[config.mk]
export PLATFORM = sky130hd
export DESIGN_NAME = yaw_pd_wrap_rate_limited
export DESIGN_NICKNAME = d
export VERILOG_FILES = /design/src/design/ypd_pkg.sv /design/src/design/yaw_pd_wrap_rate_limited.sv
export SDC_FILE = /design/constraint.sdc
export NUM_CORES = 2
export LEC_CHECK = 0
export BUFFER_PORTS_ARGS = -buffer_cell sky130_fd_sc_hd__buf_2
export CORE_ASPECT_RATIO = 0.75
export CORE_UTILIZATION = 50
export CTS_BUF_LIST = sky130_fd_sc_hd__clkbuf_4
export DETAILED_ROUTE_END_ITERATION = 12
export PLACE_DENSITY = 0.73
export SYNTH_ARGS = -nofsm -noshare
export SYNTH_HDL_FRONTEND = slang
export SYNTH_SLANG_ARGS = --single-unit
[constraint.sdc]
create_clock -name aclk -period 27.6 [get_ports aclk]
set_input_delay 1.38 -clock aclk [delete_from_list [all_inputs] [get_ports aclk]]
set_output_delay 1.38 -clock aclk [all_outputs]
set_load 0.005 [all_outputs]
[src/design/ypd_pkg.sv]
// Shared constants for the yaw PD controller with angle wrap and rate clamp.
package ypd_pkg;

    // Angle constants in Q3.12 radians, and milliseconds per second.
    localparam logic signed [16:0] PI_Q12     = 17'sd12868;
    localparam logic signed [16:0] TWO_PI_Q12 = 17'sd25736;
    localparam logic signed [16:0] MS_PER_S   = 17'sd1000;

    // Register reset values.
    localparam logic [15:0] KP_RESET    = 16'd768;
    localparam logic [15:0] KD_RESET    = 16'd77;
    localparam logic [14:0] LIMIT_RESET = 15'd410;

    // Configuration register indexes (byte address is 4 times the index).
    typedef enum logic [1:0] {
        REG_KP    = 2'd0,
        REG_KD    = 2'd1,
        REG_LIMIT = 2'd2,
        REG_NONE  = 2'd3
    } reg_index_t;

    // Width of the quotient magnitude; the scaled error difference stays below 2^25.
    localparam int QUO_W = 25;

endpackage

[src/design/yaw_pd_wrap_rate_limited.sv]
// Yaw PD controller top level: sequencer, shared multiplier and serial divider.

// One transaction takes a measured and a target yaw angle with a millisecond time stamp and
// returns one yaw rate command. When the time stamp equals the one of the last computed
// command, that command is repeated with held set: the transaction goes straight to the done
// state, which, once the output register is free, loads it and makes the input ready again.
// Any other transaction passes through the error-difference, divider set-up, division,
// derivative-multiply and sum states before the done state: one shared 27x17 multiplier
// forms the scaled error difference, the proportional term and the derivative term in turn,
// and a restoring divider produces the 25-bit derivative magnitude one bit per cycle.
// The input is not ready while a transaction is in work; a finished result waits in the
// output register, so a new transaction is accepted while the previous result is still
// pending; a stalled result channel holds the next result in the done state, input busy.
module yaw_pd_wrap_rate_limited
    import ypd_pkg::*;
(
    input  logic               aclk,
    input  logic               aresetn,
    // Configuration port
    input  logic               psel,
    input  logic               penable,
    input  logic               pwrite,
    input  logic [3:0]         paddr,
    input  logic [31:0]        pwdata,
    output logic [31:0]        prdata,
    output logic               pready,
    // Input channel
    input  logic               s_valid,
    output logic               s_ready,
    input  logic signed [14:0] s_yaw_measured,
    input  logic signed [14:0] s_yaw_target,
    input  logic [31:0]        s_stamp_ms,
    // Result channel
    output logic               m_valid,
    input  logic               m_ready,
    output logic signed [15:0] m_yaw_rate_cmd,
    output logic               m_held
);

    typedef enum logic [2:0] {
        S_IDLE,
        S_DNUM,
        S_DIVSET,
        S_DIV,
        S_MULD,
        S_SUM,
        S_DONE
    } state_t;

    state_t state_reg;

    logic [15:0]        kp_reg;
    logic [15:0]        kd_reg;
    logic [14:0]        limit_reg;

    logic [31:0]        prev_stamp_reg;
    logic signed [14:0] prev_err_reg;
    logic signed [15:0] last_cmd_reg;

    logic [31:0]        stamp_reg;
    logic [31:0]        elapsed_reg;
    logic signed [14:0] err_reg;
    logic               held_reg;
    logic signed [42:0] prod_reg;
    logic signed [30:0] acc_reg;
    logic [QUO_W-1:0]   quo_reg;
    logic [QUO_W-1:0]   rem_reg;
    logic               neg_reg;
    logic [4:0]         cnt_reg;
    logic signed [15:0] cmd_reg;

    logic               m_valid_reg;
    logic signed [15:0] m_cmd_reg;
    logic               m_held_reg;

    logic               s_accept;
    logic               cfg_write;
    reg_index_t         cfg_index;

    // Error wrap on the incoming angles.
    logic signed [16:0] err_raw;
    logic signed [16:0] err_wrap;

    // Shared multiplier.
    logic signed [26:0] mul_a;
    logic signed [16:0] mul_b;
    logic signed [43:0] mul_p;

    logic signed [15:0] err_diff;
    logic signed [25:0] dnum;
    logic signed [25:0] dnum_mag;
    logic signed [25:0] deriv;

    // Divider step.
    logic [QUO_W:0]     div_shift;
    logic [31:0]        div_cmp;
    logic [31:0]        div_sub;
    logic               div_ge;

    // Final sum and clamp.
    logic signed [42:0] sum;
    logic signed [34:0] sum_shr;
    logic signed [34:0] lim_pos;
    logic signed [34:0] lim_neg;
    logic signed [34:0] clamped;

    assign pready    = 1'b1;
    assign cfg_write = psel && penable && pwrite;
    assign cfg_index = reg_index_t'(paddr[3:2]);

    always_comb begin
        unique case (cfg_index)
            REG_KP:    prdata = {16'd0, kp_reg};
            REG_KD:    prdata = {16'd0, kd_reg};
            REG_LIMIT: prdata = {17'd0, limit_reg};
            default:   prdata = 32'd0;
        endcase
    end

    assign s_ready  = (state_reg == S_IDLE);
    assign s_accept = s_valid && s_ready;

    assign m_valid        = m_valid_reg;
    assign m_yaw_rate_cmd = m_cmd_reg;
    assign m_held         = m_held_reg;

    always_comb begin
        err_raw = 17'(s_yaw_target) - 17'(s_yaw_measured);
        priority if (err_raw > PI_Q12) begin
            err_wrap = err_raw - TWO_PI_Q12;
        end else if (err_raw < -PI_Q12) begin
            err_wrap = err_raw + TWO_PI_Q12;
        end else begin
            err_wrap = err_raw;
        end
    end

    assign err_diff = 16'(err_reg) - 16'(prev_err_reg);
    assign dnum     = prod_reg[25:0];
    assign dnum_mag = dnum[25] ? -dnum : dnum;
    assign deriv    = neg_reg ? -$signed({1'b0, quo_reg}) : $signed({1'b0, quo_reg});

    always_comb begin
        unique case (state_reg)
            S_DNUM: begin
                mul_a = 27'(err_diff);
                mul_b = MS_PER_S;
            end
            S_DIVSET: begin
                mul_a = 27'(err_reg);
                mul_b = $signed({1'b0, kp_reg});
            end
            S_MULD: begin
                mul_a = 27'(deriv);
                mul_b = $signed({1'b0, kd_reg});
            end
            default: begin
                mul_a = '0;
                mul_b = '0;
            end
        endcase
    end

    assign mul_p = mul_a * mul_b;

    // One restoring step: the partial remainder never reaches 2^25.
    assign div_shift = {rem_reg, quo_reg[QUO_W-1]};
    assign div_cmp   = {6'd0, div_shift};
    assign div_ge    = (div_cmp >= elapsed_reg);
    assign div_sub   = div_cmp - elapsed_reg;

    assign sum     = 43'(acc_reg) + prod_reg;
    assign sum_shr = sum[42:8];
    assign lim_pos = $signed({20'd0, limit_reg});
    assign lim_neg = -lim_pos;

    always_comb begin
        priority if (sum_shr > lim_pos) begin
            clamped = lim_pos;
        end else if (sum_shr < lim_neg) begin
            clamped = lim_neg;
        end else begin
            clamped = sum_shr;
        end
    end

    always_ff @(posedge aclk) begin
        if (!aresetn) begin
            state_reg      <= S_IDLE;
            kp_reg         <= KP_RESET;
            kd_reg         <= KD_RESET;
            limit_reg      <= LIMIT_RESET;
            prev_stamp_reg <= '0;
            prev_err_reg   <= '0;
            last_cmd_reg   <= '0;
            m_valid_reg    <= 1'b0;
        end else begin
            if (cfg_write) begin
                unique case (cfg_index)
                    REG_KP:    kp_reg    <= pwdata[15:0];
                    REG_KD:    kd_reg    <= pwdata[15:0];
                    REG_LIMIT: limit_reg <= pwdata[14:0];
                    default:   ;
                endcase
            end

            // In the done state the output register is reloaded instead.
            if (m_valid_reg && m_ready && (state_reg != S_DONE)) begin
                m_valid_reg <= 1'b0;
            end

            unique case (state_reg)
                S_IDLE: begin
                    if (s_accept) begin
                        stamp_reg   <= s_stamp_ms;
                        elapsed_reg <= s_stamp_ms - prev_stamp_reg;
                        err_reg     <= err_wrap[14:0];
                        held_reg    <= (s_stamp_ms == prev_stamp_reg);
                        cmd_reg     <= last_cmd_reg;
                        state_reg   <= (s_stamp_ms == prev_stamp_reg) ? S_DONE : S_DNUM;
                    end
                end
                S_DNUM: begin
                    prod_reg  <= mul_p[42:0];
                    state_reg <= S_DIVSET;
                end
                S_DIVSET: begin
                    quo_reg   <= dnum_mag[QUO_W-1:0];
                    neg_reg   <= dnum[25];
                    rem_reg   <= '0;
                    cnt_reg   <= 5'(QUO_W - 1);
                    prod_reg  <= mul_p[42:0];
                    state_reg <= S_DIV;
                end
                S_DIV: begin
                    // The proportional term sits in prod_reg for the whole division.
                    acc_reg <= prod_reg[30:0];
                    rem_reg <= div_ge ? div_sub[QUO_W-1:0] : div_shift[QUO_W-1:0];
                    quo_reg <= {quo_reg[QUO_W-2:0], div_ge};
                    cnt_reg <= cnt_reg - 5'd1;
                    if (cnt_reg == 5'd0) begin
                        state_reg <= S_MULD;
                    end
                end
                S_MULD: begin
                    prod_reg  <= mul_p[42:0];
                    state_reg <= S_SUM;
                end
                S_SUM: begin
                    cmd_reg   <= clamped[15:0];
                    state_reg <= S_DONE;
                end
                S_DONE: begin
                    if (!m_valid_reg || m_ready) begin
                        m_valid_reg <= 1'b1;
                        m_cmd_reg   <= cmd_reg;
                        m_held_reg  <= held_reg;
                        if (!held_reg) begin
                            prev_stamp_reg <= stamp_reg;
                            prev_err_reg   <= err_reg;
                            last_cmd_reg   <= cmd_reg;
                        end
                        state_reg <= S_IDLE;
                    end
                end
                default: state_reg <= S_IDLE;
            endcase
        end
    end

`ifndef ASSERT_OFF
    // A held result always repeats the stored command.
    a_held_repeats: assert property (@(posedge aclk) disable iff (!aresetn)
        (m_valid_reg && m_held_reg) |-> (m_cmd_reg == last_cmd_reg))
        else $error("held result differs from the stored command");

    // A computed result stays inside the rate limit.
    a_cmd_clamped: assert property (@(posedge aclk) disable iff (!aresetn)
        (m_valid_reg && !m_held_reg) |->
            ($signed(17'(m_cmd_reg)) <= $signed({2'b00, limit_reg}) &&
             $signed(17'(m_cmd_reg)) >= -$signed({2'b00, limit_reg})))
        else $error("computed command outside the rate limit");

    // The partial remainder stays below the divisor throughout the division.
    a_rem_below_divisor: assert property (@(posedge aclk) disable iff (!aresetn)
        (state_reg == S_DIV) |-> ({7'd0, rem_reg} < elapsed_reg))
        else $error("divider remainder not below the elapsed time");

    // An accepted transaction always starts work and blocks the input.
    a_accept_busy: assert property (@(posedge aclk) disable iff (!aresetn)
        s_accept |=> !s_ready)
        else $error("input ready right after an accepted transaction");
`endif

endmodule
==> results.json <==
{
  "synth_edf_count": 243,
  "min_path_type": "flop to flop",
  "antenna_found_initial": 12,
  "min_path_cells": 0,
  "io_pins": 157,
  "place.gp.congestion": 0.929,
  "power_w": 0.00188,
  "cts_tree": "built",
  "max_cap_violations": 1,
  "finalWorstSetupSlack_ps": 17030,
  "cts-htree-levels": 3,
  "fp.dieW_um": 319,
  "min_period_over_period": 0.383,
  "synth_seq_area_share": 0.255,
  "grt_usage": 0.270,
  "drtIter0Drc": 3023,
  "rows": 86,
  "yosys.area.top_type": "fa_1",
  "maxSlewHeadroom": 0.0150,
  "fmax_mhz": 94.6,
  "period_needed_ps": 10570,
  "grt_pass1_wl_mm": 161,
  "cpMostUsedCell": "fa_1",
  "syn_area_mm2": 0.0376,
  "leakage_nw": 18.0,
  "synth_warnings": 0,
  "yosys-top-cells-count": "inv_1, nand2_1, fa_1, nor2_1, ha_1",
  "core-area_mm2": 0.0739,
  "clk_pin_slew_ps": 80,
  "ys_ff_latch": 357,
  "stdcell_count": 5334,
  "synth_cell_types": 84,
  "post_drt_via_cell_ratio": 5.59,
  "synth_ff_type": "edfxtp_1",
  "fp.dieH_um": 240,
  "tns_ps": 0,
  "cts.repair.resized": 0,
  "syn2layout_area_growth_pct": 7.67,
  "dieArea_mm2": 0.0764,
  "grt_pass1_vias": 29300,
  "worstPathRequired_ps": 28210,
  "hold_viol_final": 0,
  "worst_pin_slew_ps": 1470,
  "dp_hpwl_mm": 78.1,
  "finish.net_count": 5085,
  "drc": 0,
  "fin_skew_ps": 117,
  "vias": 29800,
  "cp-end-kind": "flop",
  "path_class": "flop to flop",
  "cts_sinks": 357,
  "start_util": 0.509,
  "cp_slowest_stage_delay_ps": 800,
  "violations": "capacitance limit",
  "ir_worst_vdd_mv": 0.0249,
  "final_util": 0.548,
  "placed_cells": 5160,
  "clk-insertion-delay-late_ps": 880,
  "avgSynthCellArea_um2": 9.01,
  "clockBufferDepth": 3,
  "post_cts_buffers": 0,
  "grt_max_degree": 74,
  "cts_buffers": 88,
  "final_layout_size_suffix_gt1_frac": 0.0850,
  "rsz0062_at_grt": "false",
  "postRouteAntennaNets": 0,
  "power_per_cell_area_mw_per_mm2": 46.5,
  "firstDrtPassIters": 5,
  "async_reset_ff_frac": 0,
  "synth_top_cell_area_share": 0.218,
  "cts-root-buf": "clkbuf_4",
  "status": "finished with violations",
  "cp_max_fo": 22,
  "r2r_cells": 36,
  "final_max_slew_viol_count": 0,
  "largest_reg_flops": 43,
  "netlist_instances": 4177,
  "wl_per_cell_um": 18.9,
  "io_buffers": 121,
  "wl_mm": 101,
  "yosysMostFrequentCell": "inv_1",
  "cp_slowest_cell": "o21ai_1",
  "hold_buffers": 0,
  "dp_slack_ps": 17160,
  "setup_viol_count_final": 0,
  "arrival_ps": 11180,
  "grt-ovfl-total": 0,
  "synth_area_leaders": "fa_1, edfxtp_1, ha_1",
  "start_kind": "flop"
}
## per-layer routing
metal | GRT usage | part of all wire | up-vias | wire [um]
li1 | - | - | 14000 | -
met3 | 0.0865 | 0.12 | 150 | 11900
met2 | 0.376 | 0.40 | 1364 | 40300
met5 | 0 | 0.00013 | - | 13
met4 | 0.0706 | 0.022 | 2 | 2270
met1 | 0.400 | 0.46 | 14300 | 46500
## final timing paths
kind,start,to,slack (ps)
max,err_reg[1]$_DFFE_PP_,prod_reg[42]$_DFFE_PP_,17030
max reg2reg,err_reg[1]$_DFFE_PP_,prod_reg[42]$_DFFE_PP_,17030
min,cmd_reg[0]$_DFFE_PP_,m_yaw_rate_cmd[0]$_DFFE_PP_,450
min reg2reg,cmd_reg[0]$_DFFE_PP_,m_yaw_rate_cmd[0]$_DFFE_PP_,450
## where the power goes
| part | total [W] | leakage (nW) | switching, W | internal, W |
|---|---|---|---|---|
| Combinational | 0.000748 | 14.2 | 0.000474 | 0.000275 |
| Clock | 0.000488 | 0.723 | 0.000237 | 0.000251 |
| Sequential | 0.000648 | 3.16 | 0.0000261 | 0.000621 |
| Total | 0.00188 | 18.0 | 0.000737 | 0.00115 |
## cells in the final DEF (no fill, tap or decap), types with 114 or more instances in the layout
cell,n
clkbuf_4,125
nand2_1,630
xnor2_1,127
a21oi_1,180
nor2_1,305
dfxtp_1,114
inv_1,655
fa_1,409
a21boi_0,116
o21ai_0,119
edfxtp_1,243
buf_2,120
ha_1,289
## cells by family after synthesis
logic type | count (synthesis) | share of synthesized area
XOR/XNOR | 207 | 0.0482
buffers and inverters | 830 | 0.0852
adder cells (fa/ha/maj) | 698 | 0.314
AO/OA/AOI/OAI | 750 | 0.134
AND/OR/NAND/NOR | 1280 | 0.150
other | 2 | 0.000200
flip-flops | 357 | 0.255
multiplexers | 53 | 0.0143
## critical path, delay by kind of cell, from the launching register on
kind,cells,cell delay [ps]
xor+xnor,1,90
compound gates,19,5130
fa+ha+maj,8,3790
simple gates,4,540
buf+inv,4,370
flops,1,450
## stage by stage
stage	instance area, um^2	hold WS (ps)
3_3_place_gp	39200	433
5_1_grt	40500	439
3_5_place_dp	39200	435
6_report	40500	452
4_1_cts	40500	438
2_1_floorplan	37700	426
## area by class of cell
cell class	count	area (um^2)
multi-input cells	3005	25000
repair buffers	175	1010
fillers	6617	33400
diodes	12	30.0
clock inverters	37	295
inverters	655	2460
flip-flops and latches	357	9580
well taps	968	1210
clock buffers	125	938
No activity file was read; power rests on OpenSTA's default activity.
